===== config.mk =====
export PLATFORM = sky130hd
export DESIGN_NAME = rle_glyph_diamond_span_renderer
export DESIGN_NICKNAME = d
export VERILOG_FILES = /design/src/hw/rtl/rgd_pkg.sv /design/src/hw/rtl/rgd_front.sv /design/src/hw/rtl/rgd_queue.sv /design/src/hw/rtl/rgd_back.sv /design/src/hw/rtl/rle_glyph_diamond_span_renderer.sv
export SDC_FILE = /design/constraint.sdc
export NUM_CORES = 1
export LEC_CHECK = 0
export BUFFER_PORTS_ARGS = -buffer_cell sky130_fd_sc_hd__buf_2
export CAP_MARGIN = 40
export CORE_MARGIN = 5
export CORE_UTILIZATION = 56
export CTS_CLUSTER_DIAMETER = 50
export DETAILED_ROUTE_END_ITERATION = 6
export PLACE_DENSITY = 0.77
export SYNTH_ARGS = -nofsm -noshare
export SYNTH_HDL_FRONTEND = slang
export SYNTH_SLANG_ARGS = --single-unit

===== constraint.sdc =====
create_clock -name clock -period 4.09 [get_ports clock]
set_input_delay 0.6135 -clock clock [delete_from_list [all_inputs] [get_ports clock]]
set_output_delay 0.6135 -clock clock [all_outputs]
set_load 0.1 [all_outputs]

===== src/hw/rtl/rgd_pkg.sv =====
// shared types, constants and lookup tables of the diamond glyph span renderer
`default_nettype none
package rgd_pkg;

   // tile geometry and segment limits
   localparam int TILE_ROWS = 8;
   localparam int ROWS_W = $clog2(TILE_ROWS + 1);
   localparam int MAX_SEGS = 32;
   localparam int SEG_W = $clog2(MAX_SEGS);

   // anchor offsets applied at 9-bit width
   localparam logic signed [8:0] ANCHOR_DX = -9'sd3;
   localparam logic signed [8:0] ANCHOR_DY = 9'sd2;

   // run table geometry
   localparam int RUN_TABLE_LEN = 198;
   localparam logic [4:0] RUN_FILL = 5'd31;
   localparam logic [3:0] DIGIT_MAX = 4'd9;

   // first run of each glyph half, indexed by digit * 2 + bottom
   localparam logic [7:0] HALF_START [0:19] = '{
      8'd0, 8'd13, 8'd30, 8'd37, 8'd50, 8'd61, 8'd76, 8'd87, 8'd102, 8'd115,
      8'd128, 8'd139, 8'd152, 8'd159, 8'd76, 8'd176, 8'd185, 8'd159, 8'd185, 8'd115
   };

   // run lengths, alternating transparent and visible
   localparam logic [4:0] RUN_TABLE [0:RUN_TABLE_LEN-1] = '{
      5'd17, 5'd3, 5'd9, 5'd7, 5'd7, 5'd1, 5'd3, 5'd4, 5'd4, 5'd4, 5'd2, 5'd1, 5'd2,
      5'd3, 5'd3, 5'd2, 5'd4, 5'd5, 5'd4, 5'd4, 5'd3, 5'd4, 5'd4, 5'd1, 5'd4, 5'd6,
      5'd5, 5'd6, 5'd1, 5'd5,
      5'd29, 5'd7, 5'd7, 5'd5, 5'd6, 5'd1, 5'd9,
      5'd12, 5'd3, 5'd2, 5'd3, 5'd1, 5'd4, 5'd7, 5'd5, 5'd10, 5'd4, 5'd7, 5'd1, 5'd5,
      5'd17, 5'd3, 5'd12, 5'd4, 5'd11, 5'd4, 5'd3, 5'd5, 5'd2, 5'd1, 5'd2,
      5'd3, 5'd3, 5'd2, 5'd7, 5'd2, 5'd4, 5'd3, 5'd4, 5'd4, 5'd4, 5'd11, 5'd4, 5'd7,
      5'd1, 5'd5,
      5'd17, 5'd3, 5'd12, 5'd4, 5'd11, 5'd4, 5'd4, 5'd4, 5'd2, 5'd1, 5'd2,
      5'd12, 5'd3, 5'd2, 5'd3, 5'd4, 5'd4, 5'd4, 5'd4, 5'd1, 5'd4, 5'd6, 5'd5, 5'd6,
      5'd1, 5'd5,
      5'd17, 5'd3, 5'd9, 5'd4, 5'd10, 5'd1, 5'd4, 5'd3, 5'd4, 5'd4, 5'd2, 5'd1, 5'd2,
      5'd3, 5'd3, 5'd5, 5'd4, 5'd9, 5'd4, 5'd9, 5'd4, 5'd7, 5'd4, 5'd6, 5'd1, 5'd5,
      5'd17, 5'd3, 5'd9, 5'd7, 5'd7, 5'd1, 5'd3, 5'd4, 5'd7, 5'd1, 5'd5,
      5'd3, 5'd3, 5'd5, 5'd4, 5'd2, 5'd3, 5'd4, 5'd4, 5'd4, 5'd9, 5'd6, 5'd5, 5'd12,
      5'd17, 5'd3, 5'd9, 5'd4, 5'd10, 5'd1, 5'd20,
      5'd3, 5'd3, 5'd2, 5'd7, 5'd2, 5'd4, 5'd3, 5'd4, 5'd4, 5'd4, 5'd1, 5'd4, 5'd6,
      5'd5, 5'd6, 5'd1, 5'd5,
      5'd25, 5'd3, 5'd9, 5'd4, 5'd7, 5'd4, 5'd6, 5'd1, 5'd5,
      5'd17, 5'd3, 5'd9, 5'd7, 5'd7, 5'd1, 5'd3, 5'd4, 5'd4, 5'd4, 5'd2, 5'd1, 5'd2
   };

   // diamond mask: start offset and length of each scanline
   localparam logic [2:0] MASK_DX [0:7] = '{3'd7, 3'd5, 3'd3, 3'd1, 3'd0, 3'd2, 3'd4, 3'd6};
   localparam logic [3:0] MASK_LEN [0:7] = '{4'd1, 4'd5, 4'd9, 4'd13, 4'd15, 4'd11, 4'd7, 4'd3};

   // one glyph job handed from the front to the back
   typedef struct packed {
      logic [7:0]        run_start;
      logic signed [8:0] base_x;
      logic signed [8:0] base_y;
      logic [3:0]        color;
   } job_type;

   // queue occupancy seen by both sides
   typedef struct packed {
      logic full;
      logic empty;
   } queue_status_type;

   // back-end status
   typedef struct packed {
      logic busy;
   } back_status_type;

   // run length at a table index, fill value past the end
   function automatic logic [4:0] fetch_run(input logic [7:0] idx);
      logic [4:0] val;
      val = RUN_FILL;
      if (int'(idx) < RUN_TABLE_LEN) begin
         val = RUN_TABLE[idx];
      end
      return val;
   endfunction

endpackage
`default_nettype wire


===== src/hw/rtl/rgd_front.sv =====
// request front end: digit clamp, glyph half lookup and anchor offsets
`default_nettype none
module rgd_front (
   input  wire logic                     req_tvalid,
   output logic                          req_tready,
   input  wire logic [23:0]              req_tdata,   // digit_value, anchor_x, anchor_y, paint_color
   input  wire logic                     req_tuser,   // upper_half
   input  wire rgd_pkg::queue_status_type q_status,
   output logic                          q_push,
   output rgd_pkg::job_type              q_job
);

   logic [3:0]        digit;
   logic [3:0]        digit_clamped;
   logic [4:0]        half_idx;
   logic signed [7:0] anchor_x;
   logic signed [7:0] anchor_y;

   // unpack the request
   assign digit    = req_tdata[3:0];
   assign anchor_x = req_tdata[11:4];
   assign anchor_y = req_tdata[19:12];

   // clamp the digit and pick the glyph half
   assign digit_clamped = (digit > rgd_pkg::DIGIT_MAX) ? rgd_pkg::DIGIT_MAX : digit;
   assign half_idx      = {digit_clamped, !req_tuser};

   // build the job
   always_comb begin
      q_job.run_start = rgd_pkg::HALF_START[half_idx];
      q_job.base_x    = 9'(anchor_x) + rgd_pkg::ANCHOR_DX;
      q_job.base_y    = 9'(anchor_y) + rgd_pkg::ANCHOR_DY;
      q_job.color     = req_tdata[23:20];
   end

   // transfer into the queue while it has room
   assign req_tready = !q_status.full;
   assign q_push     = req_tvalid && !q_status.full;

endmodule
`default_nettype wire


===== src/hw/rtl/rgd_queue.sv =====
// two-entry job queue between the front end and the span walker
`default_nettype none
module rgd_queue (
   input  wire logic             clock,
   input  wire logic             reset,
   input  wire logic             q_push,
   input  wire rgd_pkg::job_type q_push_job,
   input  wire logic             q_pop,
   output rgd_pkg::job_type      q_head_job,
   output rgd_pkg::queue_status_type q_status
);

   rgd_pkg::job_type slot_ff [0:1];
   rgd_pkg::job_type slot_in;
   logic       wr_ptr_ff, wr_ptr_in;
   logic       rd_ptr_ff, rd_ptr_in;
   logic [1:0] count_ff, count_in;
   logic       do_push;
   logic       do_pop;

   // status and head
   assign q_status.full  = count_ff == 2'd2;
   assign q_status.empty = count_ff == 2'd0;
   assign q_head_job     = slot_ff[rd_ptr_ff];

   assign do_push = q_push && !q_status.full;
   assign do_pop  = q_pop && !q_status.empty;

   // pointer and count update
   always_comb begin
      wr_ptr_in = wr_ptr_ff ^ do_push;
      rd_ptr_in = rd_ptr_ff ^ do_pop;
      count_in  = count_ff + {1'b0, do_push} - {1'b0, do_pop};
      slot_in   = q_push_job;
   end

   always_ff @(posedge clock) begin
      if (reset) begin
         wr_ptr_ff <= 1'b0;
         rd_ptr_ff <= 1'b0;
         count_ff  <= 2'd0;
      end else begin
         wr_ptr_ff <= wr_ptr_in;
         rd_ptr_ff <= rd_ptr_in;
         count_ff  <= count_in;
      end
   end

   // slot storage
   always_ff @(posedge clock) begin
      if (do_push) begin
         slot_ff[wr_ptr_ff] <= slot_in;
      end
   end

endmodule
`default_nettype wire


===== src/hw/rtl/rgd_back.sv =====
// span walker: lays runs over the diamond mask, one segment per cycle unless the result stalls
`default_nettype none
module rgd_back (
   input  wire logic                      clock,
   input  wire logic                      reset,
   input  wire rgd_pkg::queue_status_type q_status,
   input  wire rgd_pkg::job_type          q_head_job,
   output logic                           q_pop,
   output rgd_pkg::back_status_type       b_status,
   output logic                           rsp_tvalid,
   input  wire logic                      rsp_tready,
   output logic [31:0]                    rsp_tdata,   // span_x, span_y, span_len, span_color
   output logic                           rsp_tuser,   // visible
   output logic                           rsp_tlast
);

   localparam int RW = rgd_pkg::ROWS_W;
   localparam int SW = rgd_pkg::SEG_W;

   // walker state
   logic                 busy_ff, busy_in;
   logic [7:0]           ptr_ff, ptr_in;
   logic [4:0]           run_left_ff, run_left_in;
   logic [RW-1:0]        rows_ff, rows_in;
   logic [4:0]           offset_ff, offset_in;
   logic [3:0]           row_left_ff, row_left_in;
   logic                 paint_ff, paint_in;
   logic [SW-1:0]        seg_ff, seg_in;
   logic signed [8:0]    bx_ff, bx_in;
   logic signed [8:0]    by_ff, by_in;
   logic [3:0]           color_ff, color_in;

   // output register
   logic                 out_valid_ff, out_valid_in;
   logic [8:0]           out_x_ff, out_x_in;
   logic [8:0]           out_y_ff, out_y_in;
   logic [3:0]           out_len_ff, out_len_in;
   logic                 out_vis_ff, out_vis_in;
   logic [3:0]           out_color_ff, out_color_in;
   logic                 out_last_ff, out_last_in;

   // step datapath
   logic                 out_free;
   logic                 step;
   logic [3:0]           step_len;
   logic [3:0]           row_left_rem;
   logic [4:0]           run_left_rem;
   logic [RW-1:0]        rows_inc;
   logic [2:0]           mask_idx;
   logic                 row_end;
   logic                 finished;
   logic                 step_last;
   logic [7:0]           ptr_inc;

   assign out_free = !out_valid_ff || rsp_tready;
   assign step     = busy_ff && out_free;
   assign q_pop    = !busy_ff && !q_status.empty;
   assign b_status.busy = busy_ff;

   // segment length and what is left of run and row
   assign step_len     = (run_left_ff < {1'b0, row_left_ff}) ? run_left_ff[3:0] : row_left_ff;
   assign row_left_rem = row_left_ff - step_len;
   assign run_left_rem = run_left_ff - {1'b0, step_len};
   assign rows_inc     = rows_ff + 1'b1;
   assign mask_idx     = 3'(rows_inc);
   assign row_end      = row_left_rem == 4'd0;
   assign finished     = row_end && (rows_inc == RW'(rgd_pkg::TILE_ROWS));
   assign step_last    = finished || (seg_ff == SW'(rgd_pkg::MAX_SEGS - 1));
   assign ptr_inc      = ptr_ff + 8'd1;

   // next state
   always_comb begin
      busy_in      = busy_ff;
      ptr_in       = ptr_ff;
      run_left_in  = run_left_ff;
      rows_in      = rows_ff;
      offset_in    = offset_ff;
      row_left_in  = row_left_ff;
      paint_in     = paint_ff;
      seg_in       = seg_ff;
      bx_in        = bx_ff;
      by_in        = by_ff;
      color_in     = color_ff;
      out_valid_in = out_valid_ff && !rsp_tready;
      out_x_in     = out_x_ff;
      out_y_in     = out_y_ff;
      out_len_in   = out_len_ff;
      out_vis_in   = out_vis_ff;
      out_color_in = out_color_ff;
      out_last_in  = out_last_ff;

      // load a job from the queue
      if (q_pop) begin
         busy_in     = 1'b1;
         ptr_in      = q_head_job.run_start;
         run_left_in = rgd_pkg::fetch_run(q_head_job.run_start);
         rows_in     = '0;
         offset_in   = 5'(rgd_pkg::MASK_DX[0]);
         row_left_in = rgd_pkg::MASK_LEN[0];
         paint_in    = 1'b0;
         seg_in      = '0;
         bx_in       = q_head_job.base_x;
         by_in       = q_head_job.base_y;
         color_in    = q_head_job.color;
      end

      // emit one segment
      if (step) begin
         out_valid_in = 1'b1;
         out_x_in     = bx_ff + 9'(offset_ff);
         out_y_in     = by_ff + 9'(rows_ff);
         out_len_in   = step_len;
         out_vis_in   = paint_ff;
         out_color_in = color_ff;
         out_last_in  = step_last;
         seg_in       = seg_ff + 1'b1;
         if (step_last) begin
            busy_in = 1'b0;
         end
         // row advance
         if (row_end) begin
            rows_in     = rows_inc;
            offset_in   = 5'(rgd_pkg::MASK_DX[mask_idx]);
            row_left_in = rgd_pkg::MASK_LEN[mask_idx];
         end else begin
            offset_in   = offset_ff + 5'(step_len);
            row_left_in = row_left_rem;
         end
         // run advance
         if (run_left_rem == 5'd0) begin
            ptr_in      = ptr_inc;
            run_left_in = rgd_pkg::fetch_run(ptr_inc);
            paint_in    = !paint_ff;
         end else begin
            run_left_in = run_left_rem;
         end
      end
   end

   // control registers
   always_ff @(posedge clock) begin
      if (reset) begin
         busy_ff      <= 1'b0;
         out_valid_ff <= 1'b0;
      end else begin
         busy_ff      <= busy_in;
         out_valid_ff <= out_valid_in;
      end
   end

   // datapath registers
   always_ff @(posedge clock) begin
      ptr_ff       <= ptr_in;
      run_left_ff  <= run_left_in;
      rows_ff      <= rows_in;
      offset_ff    <= offset_in;
      row_left_ff  <= row_left_in;
      paint_ff     <= paint_in;
      seg_ff       <= seg_in;
      bx_ff        <= bx_in;
      by_ff        <= by_in;
      color_ff     <= color_in;
      out_x_ff     <= out_x_in;
      out_y_ff     <= out_y_in;
      out_len_ff   <= out_len_in;
      out_vis_ff   <= out_vis_in;
      out_color_ff <= out_color_in;
      out_last_ff  <= out_last_in;
   end

   // result channel
   assign rsp_tvalid = out_valid_ff;
   assign rsp_tdata  = {6'd0, out_color_ff, out_len_ff, out_y_ff, out_x_ff};
   assign rsp_tuser  = out_vis_ff;
   assign rsp_tlast  = out_last_ff;

endmodule
`default_nettype wire


===== src/hw/rtl/rle_glyph_diamond_span_renderer.sv =====
// top level of the diamond tile digit glyph span renderer
//
//   channel  dir  tdata bits (low to high)                      tuser      tlast
//   req_     in   digit_value, anchor_x, anchor_y, paint_color  upper_half -
//   rsp_     out  span_x, span_y, span_len, span_color          visible    last_span
//
// a job is loaded from the queue, then the walker emits one segment per cycle while
// no result is stalled; a glyph half has n segments (8 to 32).
// the two-entry job queue keeps taking requests while the walker works.
// reset clears the queue, the walker and the output register.
// a stalled result holds the walker; a full queue drops req_tready.
`default_nettype none
module rle_glyph_diamond_span_renderer (
   input  wire logic        clock,
   input  wire logic        reset,
   input  wire logic        req_tvalid,
   output logic             req_tready,
   input  wire logic [23:0] req_tdata,   // digit_value, anchor_x, anchor_y, paint_color
   input  wire logic        req_tuser,   // upper_half
   output logic             rsp_tvalid,
   input  wire logic        rsp_tready,
   output logic [31:0]      rsp_tdata,   // span_x, span_y, span_len, span_color, zero pad
   output logic             rsp_tuser,   // visible
   output logic             rsp_tlast    // last_span
);

   rgd_pkg::queue_status_type q_status;
   rgd_pkg::back_status_type  b_status;
   rgd_pkg::job_type          push_job;
   rgd_pkg::job_type          head_job;
   logic                      q_push;
   logic                      q_pop;

   // request classification
   rgd_front u_front (
      .req_tvalid (req_tvalid),
      .req_tready (req_tready),
      .req_tdata  (req_tdata),
      .req_tuser  (req_tuser),
      .q_status   (q_status),
      .q_push     (q_push),
      .q_job      (push_job)
   );

   // job queue
   rgd_queue u_queue (
      .clock      (clock),
      .reset      (reset),
      .q_push     (q_push),
      .q_push_job (push_job),
      .q_pop      (q_pop),
      .q_head_job (head_job),
      .q_status   (q_status)
   );

   // span walker
   rgd_back u_back (
      .clock      (clock),
      .reset      (reset),
      .q_status   (q_status),
      .q_head_job (head_job),
      .q_pop      (q_pop),
      .b_status   (b_status),
      .rsp_tvalid (rsp_tvalid),
      .rsp_tready (rsp_tready),
      .rsp_tdata  (rsp_tdata),
      .rsp_tuser  (rsp_tuser),
      .rsp_tlast  (rsp_tlast)
   );

   // every emitted segment covers at least one pixel
   a_len_nonzero: assert property (@(posedge clock) disable iff (reset)
      rsp_tvalid |-> rsp_tdata[21:18] != 4'd0)
      else $error("zero length segment");

   // no result right after reset
   a_reset_quiet: assert property (@(posedge clock)
      $past(reset) |-> !rsp_tvalid)
      else $error("result valid after reset");

   // with no job in the walker or queue, no new segment appears
   a_no_spurious: assert property (@(posedge clock) disable iff (reset)
      (!b_status.busy && q_status.empty && !rsp_tvalid) |=> !rsp_tvalid)
      else $error("segment without a job");

   // a pop from the queue starts the walker
   a_pop_idle: assert property (@(posedge clock) disable iff (reset)
      q_pop |=> b_status.busy)
      else $error("walker not started after pop");

endmodule
`default_nettype wire

-- Word-level counts from Yosys, hierarchy flattened
Memory sizes are Yosys's and may differ from the RTL's. A register that Yosys moved wholly into a read port is not among the register bits.
Cells that the tools add are included.
- register bits after elaboration: 88
- RAM bits: 60
- memory bits (read-only): 2872
- input port bits: 29
- output and inout bits: 36
- logic and storage cells: 117
- memories kept: 6
- add/subtract/negate cells: 12
- order comparisons: 8
- equal/unequal tests: 3
- mux-type cells: 41
- bitwise operators: 6
- reductions and logical operators: 20
- memory list (name ; words ; bits a word ; rd ports ; clocked after Yosys merged registers in ; wr ports ; line ; source):
    (name not given) ; 256 ; 5 ; 1 ; 0 ; 0 ; rgd_pkg.sv:78 ; val = RUN_TABLE[idx];
    (name not given) ; 256 ; 5 ; 1 ; 0 ; 0 ; rgd_pkg.sv:78 ;
    (name not given) ; 32 ; 8 ; 1 ; 0 ; 0 ; rgd_front.sv:30 ; q_job.run_start = rgd_pkg::HALF_START[half_idx];
    u_queue.slot_ff ; 2 ; 30 ; 1 ; 1 ; 1 ; rgd_queue.sv:13 ; rgd_pkg::job_type slot_ff [0:1];
    (name not given) ; 8 ; 4 ; 1 ; 0 ; 0 ; rgd_back.sv:124 ; row_left_in = rgd_pkg::MASK_LEN[mask_idx];
    (name not given) ; 8 ; 3 ; 1 ; 0 ; 0 ; rgd_back.sv:123 ; offset_in = 5'(rgd_pkg::MASK_DX[mask_idx]);
- operators by type and width (operator ; number):
    5-bit 2-to-1 mux ; 14
    4-bit 2-to-1 mux ; 10
    8-bit 2-to-1 mux ; 5
    8-bit by 3-bit adder with 9-bit output, second input constant ; 2
    9-bit greater-or-equal comparator, second input constant ; 2
    8-bit NOT with 9-bit output ; 2
    8-bit less-than comparator, second input constant ; 2
    1-bit 2-to-1 mux ; 10
    9-bit by 4-bit adder with 9-bit output ; 1
    9-bit by 5-bit adder with 9-bit output ; 1
    8-bit by 1-bit adder with 8-bit output, second input constant ; 1
    1-bit logical AND ; 7
    1-bit logical NOT ; 7
    6-bit greater-or-equal comparator, second input constant ; 1
    3-bit 2-to-1 mux ; 2
    5-bit NOT with 6-bit output ; 1
    5-bit by 1-bit adder with 5-bit output, second input constant ; 1
    5-bit by 4-bit adder with 5-bit output ; 1
    5-bit equality test, second input constant ; 1
    5-bit logical NOT ; 1
    5-bit by 4-bit less-than comparator with 1-bit output ; 1
    5-bit by 4-bit subtractor with 5-bit output ; 1
    4-bit by 1-bit adder with 4-bit output, second input constant ; 1
    4-bit equality test, second input constant ; 1
    12 further kinds ; 14

-- Longest topological paths before layout
- depth in word-level cells: 8
- mapped depth: 19
- depth with buffers taken out: 17

-- Cells and area by module
From an unflattened synthesis, not the netlist that was laid out.
- cells, all modules: 1087
- area total of the unflattened synthesis: 10431.3 um^2
- modules (own cells, without submodules) (module ; instances ; cells an instance ; area each (um^2) ; sequential area each (um^2)):
    rgd_back ; 1 ; 884 ; 7453.4 ; 2372.3
    rgd_queue ; 1 ; 116 ; 2392.3 ; 1881.8
    rgd_front ; 1 ; 87 ; 585.6 ; 0.0

-- Least setup slack after synthesis
Ideal clock, no wire load.
- path kind: reg-to-reg
- start point: register u_back.run_left_ff[3]
- end point: register u_back.ptr_ff[1]
- setup time: 121 ps
- arrival: 3679 ps
- data required time: 3969 ps
- path slack: 290 ps
- stages on the path, launching flop included: 16
- path buffers: 2
- clock period less this slack: 3800 ps
- path through: edfxtp_1 > ha_1 > or2_1 > buf_6 > a2111o_1 > nand2_1 > o21ai_0 > ha_1 > fa_1 > a211oi_1 > or2_2 > nor4_1 > nand3b_1 > or3_4 > buf_6 > mux2_4
- longest elaborated chain between the ends: 6
- RTL lines (what ; line ; source):
    start, declared ; rgd_back.sv:23 ; logic [4:0] run_left_ff, run_left_in;
    start signal, assigned ; rgd_back.sv:154 ; run_left_ff <= run_left_in;
    5-bit by 4-bit less-than comparator with 1-bit output ; rgd_back.sv:61 ; assign step_len = (run_left_ff < {1'b0, row_left_ff}) ? run_left_ff[3:0] : row_left_ff;
    4-bit 2-to-1 mux ; rgd_back.sv:61 ;
    via u_back.step_len[0] ; rgd_back.sv:45 ; logic [3:0] step_len;
    5-bit by 4-bit subtractor with 5-bit output ; rgd_back.sv:63 ; assign run_left_rem = run_left_ff - {1'b0, step_len};
    5-bit logical NOT ; rgd_back.sv:130 ; if (run_left_rem == 5'd0) begin
    8-bit 2-to-1 mux ; rgd_back.sv:130 ;
    8-bit 2-to-1 mux ; rgd_back.sv:108 ; if (step) begin
    via u_back.ptr_in[1] ; rgd_back.sv:22 ; logic [7:0] ptr_ff, ptr_in;
    end signal, assigned ; rgd_back.sv:153 ; ptr_ff <= ptr_in;
    end, declared ; rgd_back.sv:22 ;
The timed path passes the listed nets, and every way through them passes these cells.
A chain may end at the register's enable or synchronous reset.

-- Final worst setup path
- start point: register u_back.run_left_ff[2]
- end point: register u_back.ptr_ff[4]
The elaborated chain is that of the path after synthesis.

==> flow_summary.html <==
<table>
<tr><th>Metric</th><th>Value</th></tr>
<tr><th colspan="2">Setup path</th></tr>
<tr><td>Critical Path AT</td><td>4280 ps</td></tr>
<tr><td>CP endpoint kind</td><td>register</td></tr>
<tr><td>Kind of start point of the critical path</td><td>register</td></tr>
<tr><td>Critical setup path kind</td><td>reg -&gt; reg</td></tr>
<tr><td>Largest fanout on the critical path</td><td>7</td></tr>
<tr><td>Required @ worst endpoint</td><td>4450 ps</td></tr>
<tr><th colspan="2">Clocking</th></tr>
<tr><td>H-tree levels</td><td>4</td></tr>
<tr><td>Clock Tree Root</td><td>clkbuf_16</td></tr>
<tr><td>Clock transition at path regs</td><td>roughly 70 ps</td></tr>
<tr><td>Number of buffers created by CTS</td><td>17</td></tr>
<tr><td>Cts hold-fix bufs</td><td>0</td></tr>
<tr><td>Maximum clock path buffer count</td><td>2</td></tr>
<tr><td>CTS tree</td><td>yes</td></tr>
<tr><td>Clock latency of the later-clocked register in the worst-skew pair</td><td>430 ps</td></tr>
<tr><td>Number of clock sinks</td><td>between 100 and 150</td></tr>
<tr><th colspan="2">Route</th></tr>
<tr><td>DR pass1 iterations</td><td>6</td></tr>
<tr><td>Number of vias per cell</td><td>6.479</td></tr>
<tr><td>Iteration-0 DRC Markers</td><td>1,209</td></tr>
<tr><td>Sum of routed wire length over all layers</td><td>27,490 um</td></tr>
<tr><td>Post-detailed-route wirelength per cell</td><td>19.54 um</td></tr>
<tr><td>Antenna-violating nets left</td><td>0</td></tr>
<tr><td>DR vias</td><td>approximately 9,100</td></tr>
<tr><td>Detailed-route DRC error count</td><td>0</td></tr>
<tr><th colspan="2">STA</th></tr>
<tr><td>Final Hold Viols</td><td>0</td></tr>
<tr><td>Clock skew</td><td>9.755 ps</td></tr>
<tr><td>Measured slew at the worst slew-check pin</td><td>between 900 and 1000 ps</td></tr>
<tr><td>Achievable clock frequency</td><td>between 0.2 and 0.3 GHz</td></tr>
<tr><td>Sum of negative setup slack</td><td>0 ps</td></tr>
<tr><td>Slew Limit Fails</td><td>0</td></tr>
<tr><td>Max_slew headroom</td><td>37.79%</td></tr>
<tr><td>Unrepaired setup endpoints after global routing</td><td>no</td></tr>
<tr><td>Final setup violating endpoints</td><td>0</td></tr>
<tr><td>Final critical delay including setup and external delays</td><td>3916 ps</td></tr>
<tr><td>Period utilisation layout</td><td>95.75%</td></tr>
<tr><th colspan="2">Floorplan</th></tr>
<tr><td>Floorplan row count</td><td>50</td></tr>
<tr><td>Starting Density</td><td>approximately 56%</td></tr>
<tr><td>Horizontal extent of the die</td><td>around 150 um</td></tr>
<tr><td>Top Ports</td><td>65</td></tr>
<tr><td>Core area</td><td>around 0.019 mm^2</td></tr>
<tr><td>Die boundary height</td><td>between 100 and 150 um</td></tr>
<tr><td>Floorplan die area</td><td>approximately 0.022 mm^2</td></tr>
<tr><th colspan="2">Global route</th></tr>
<tr><td>Via count of the first global-routing pass</td><td>roughly 8,500</td></tr>
<tr><td>Number of antenna violations at the first check in global routing</td><td>1</td></tr>
<tr><td>Wire length of the first global-routing pass</td><td>44,280 um</td></tr>
<tr><td>Overall fraction of global-route tracks in use</td><td>25.01%</td></tr>
<tr><td>Pin count of the biggest net entering global routing</td><td>43</td></tr>
<tr><td>Sum of overflow across all layers after global routing</td><td>0</td></tr>
<tr><th colspan="2">Placed design</th></tr>
<tr><td>Hpwl dp</td><td>18,680 um</td></tr>
<tr><td>Placer's final routability congestion estimate</td><td>1.001</td></tr>
<tr><td>Input/output buffers</td><td>between 50 and 60</td></tr>
<tr><th colspan="2">Synth</th></tr>
<tr><td>Async SR Flop Fraction</td><td>0%</td></tr>
<tr><td>Synth top area share</td><td>36.97%</td></tr>
<tr><td>Portion of the post-synthesis area used by sequential elements</td><td>40.60%</td></tr>
<tr><td>Synth top area cells</td><td>edfxtp_1 37%, ha_1 6.9%, nand2_1 3.9%, mux2_2 3.7%, dfxtp_1 3.6%</td></tr>
<tr><td>Post-synth EDFFs</td><td>129</td></tr>
<tr><td>Post-synthesis instance area</td><td>between 0.01 and 0.015 mm^2</td></tr>
<tr><td>Library cells used by synthesis</td><td>78</td></tr>
<tr><td>Cells after Synth</td><td>1,106</td></tr>
<tr><td>Most used standard cell by instance count after synthesis</td><td>edfxtp_1</td></tr>
<tr><td>Per-instance average area after synthesis</td><td>~9.5 um^2</td></tr>
<tr><td>Synth Flop Type</td><td>edfxtp_1</td></tr>
<tr><td>Cell taking the most area after synthesis</td><td>edfxtp_1</td></tr>
<tr><td>Number of synthesized register bits</td><td>148</td></tr>
<tr><td>Number of warnings issued by yosys</td><td>0</td></tr>
<tr><td>Synth top cells by count</td><td>129 x edfxtp_1, 110 x nand2_1, 82 x nor2_1</td></tr>
<tr><th colspan="2">Hold path</th></tr>
<tr><td>Hold Crit Class</td><td>in -&gt; reg</td></tr>
<tr><th colspan="2">Layout</th></tr>
<tr><td>Number of nets in the layout</td><td>approximately 1,300</td></tr>
<tr><td>Ant. Diodes</td><td>0</td></tr>
<tr><td>Area growth from synthesis to layout</td><td>11.98%</td></tr>
<tr><td>Utilization after layout</td><td>63.15%</td></tr>
<tr><td>Fraction of final layout cells with drive strength greater than 1</td><td>16.62%</td></tr>
<tr><th colspan="2">Job</th></tr>
<tr><td>Max Cap Viol</td><td>0</td></tr>
<tr><th colspan="2">Outcome</th></tr>
<tr><td>Run status</td><td>complete, no violations</td></tr>
</table>
critical path, cell delays in order, from the launching register on:
cell and delay, ps:
edfxtp_1 450, ha_1 340, or2_2 330, a21o_1 270
nand2_4 140, nand2_1 60, o21ai_0 110, ha_1 240
fa_1 260, a211oi_1 50, or2_2 290, o31ai_1 230
nand3b_1 190, or3_4 440, mux2_4 320, a21oi_2 120
logic make-up after synthesis:
family / after synthesis / share of synthesized area, %
buffers and inverters: 130 / 5.170
and+or+nand+nor: 311 / 13.64
adders and majority gates: 64 / 7.976
AOI/OAI and AO/OA: 342 / 22.14
muxes: 57 / 5.946
DFF: 148 / 40.60
xor gates and xnor gates: 53 / 4.502
other: 1 / 0.03579
cell usage in the layout, fill, tap and decap left out, types with 6 or more instances in the layout:
cell and instances:
nand2_1 109, clkbuf_16 17, o22ai_1 20, a32oi_1 6, mux2i_1 19, nand2b_1 9, nand3_1 32, o311ai_0 10
a21oi_1 72, a221oi_1 7, o21ai_0 69, xnor2_1 30, o21a_1 6, ha_1 58, nor2_1 82, buf_2 58
a211oi_1 24, nor3_1 17, o31ai_1 15, conb_1 6, a2111oi_0 6, nor2b_1 14, buf_4 46, a21o_1 12
edfxtp_1 129, nand4_1 7, dfxtp_1 18, a31oi_1 17, o221ai_1 8, inv_1 51, and3_1 7, xor2_1 21
mux2_2 34, o211ai_1 15, inv_8 6
final timing paths:
kind | start | slack (ps) | depth (start not counted) | end
setup reg to reg | u_back.run_left_ff[2] | 170 | 15 | u_back.ptr_ff[4]
hold / removal | req_tdata[23] | 370 | 1 | u_queue.slot_ff[1][3]
hold reg to reg | u_back.color_ff[3] | 430 | 0 | u_back.out_color_ff[3]
setup / recovery | u_back.run_left_ff[2] | 170 | 15 | u_back.ptr_ff[4]
layer usage:
layer | routed length [um] | vias to the layer above | GRT usage [%]
met4 | 696 | 2 | 7.338
met2 | 12820 | 519 | 39.89
li1 | - | 4262 | -
met5 | 13 | - | 0
met3 | 2499 | 69 | 6.292
met1 | 11460 | 4264 | 33.95
what timing repair did:
action,in CTS,in global routing
buffers inserted,0,2
endpoints found under the setup margin,0,24
gates resized for setup,0,4
stage by stage:
step	area, um^2	std cells	setup slack [ps]	hold WS [ps]
5_1_grt	11730	1407	4.589	358.4
3_5_place_dp	11100	1371	162.2	408.8
6_report	11730	1407	173.9	372.4
4_1_cts	11690	1403	42.28	352.9
3_3_place_gp	11100	1370	197.9	401.7
2_1_floorplan	10500	1111	289.6	400.3
flip-flops by register name, summed over array words and instances (netlist names):
register             cells
u_back.b_status          1
u_back.bx_ff             9
u_back.by_ff             9
u_back.color_ff          4
u_back.offset_ff         5
u_back.out_color_ff      4
u_back.out_len_ff        4
u_back.out_x_ff          9
u_back.out_y_ff          9
u_back.paint_ff          1
u_back.ptr_ff            8
u_back.row_left_ff       4
u_back.rows_ff           4
u_back.rsp_tlast         1
u_back.rsp_tuser         1
u_back.rsp_tvalid        1
u_back.run_left_ff       5
u_back.seg_ff            5
u_queue.count_ff         2
u_queue.rd_ptr_ff        1
u_queue.slot_ff         60
u_queue.wr_ptr_ff        1
layout make-up:
cell class | instances | area, um^2
Fill cell | 1455 | 6847
Multi-Input combinational cell | 835 | 5746
Sequential cell | 148 | 4255
Timing Repair Buffer | 105 | 655.6
Clock buffer | 17 | 425.4
Tap cell | 234 | 292.8
Inverter | 53 | 198.9
Clock inverter | 15 | 160.2
Power is left out: the tool's default activity adds up to more than one toggle a clock period on the data nets, which glitch-free logic cannot reach.
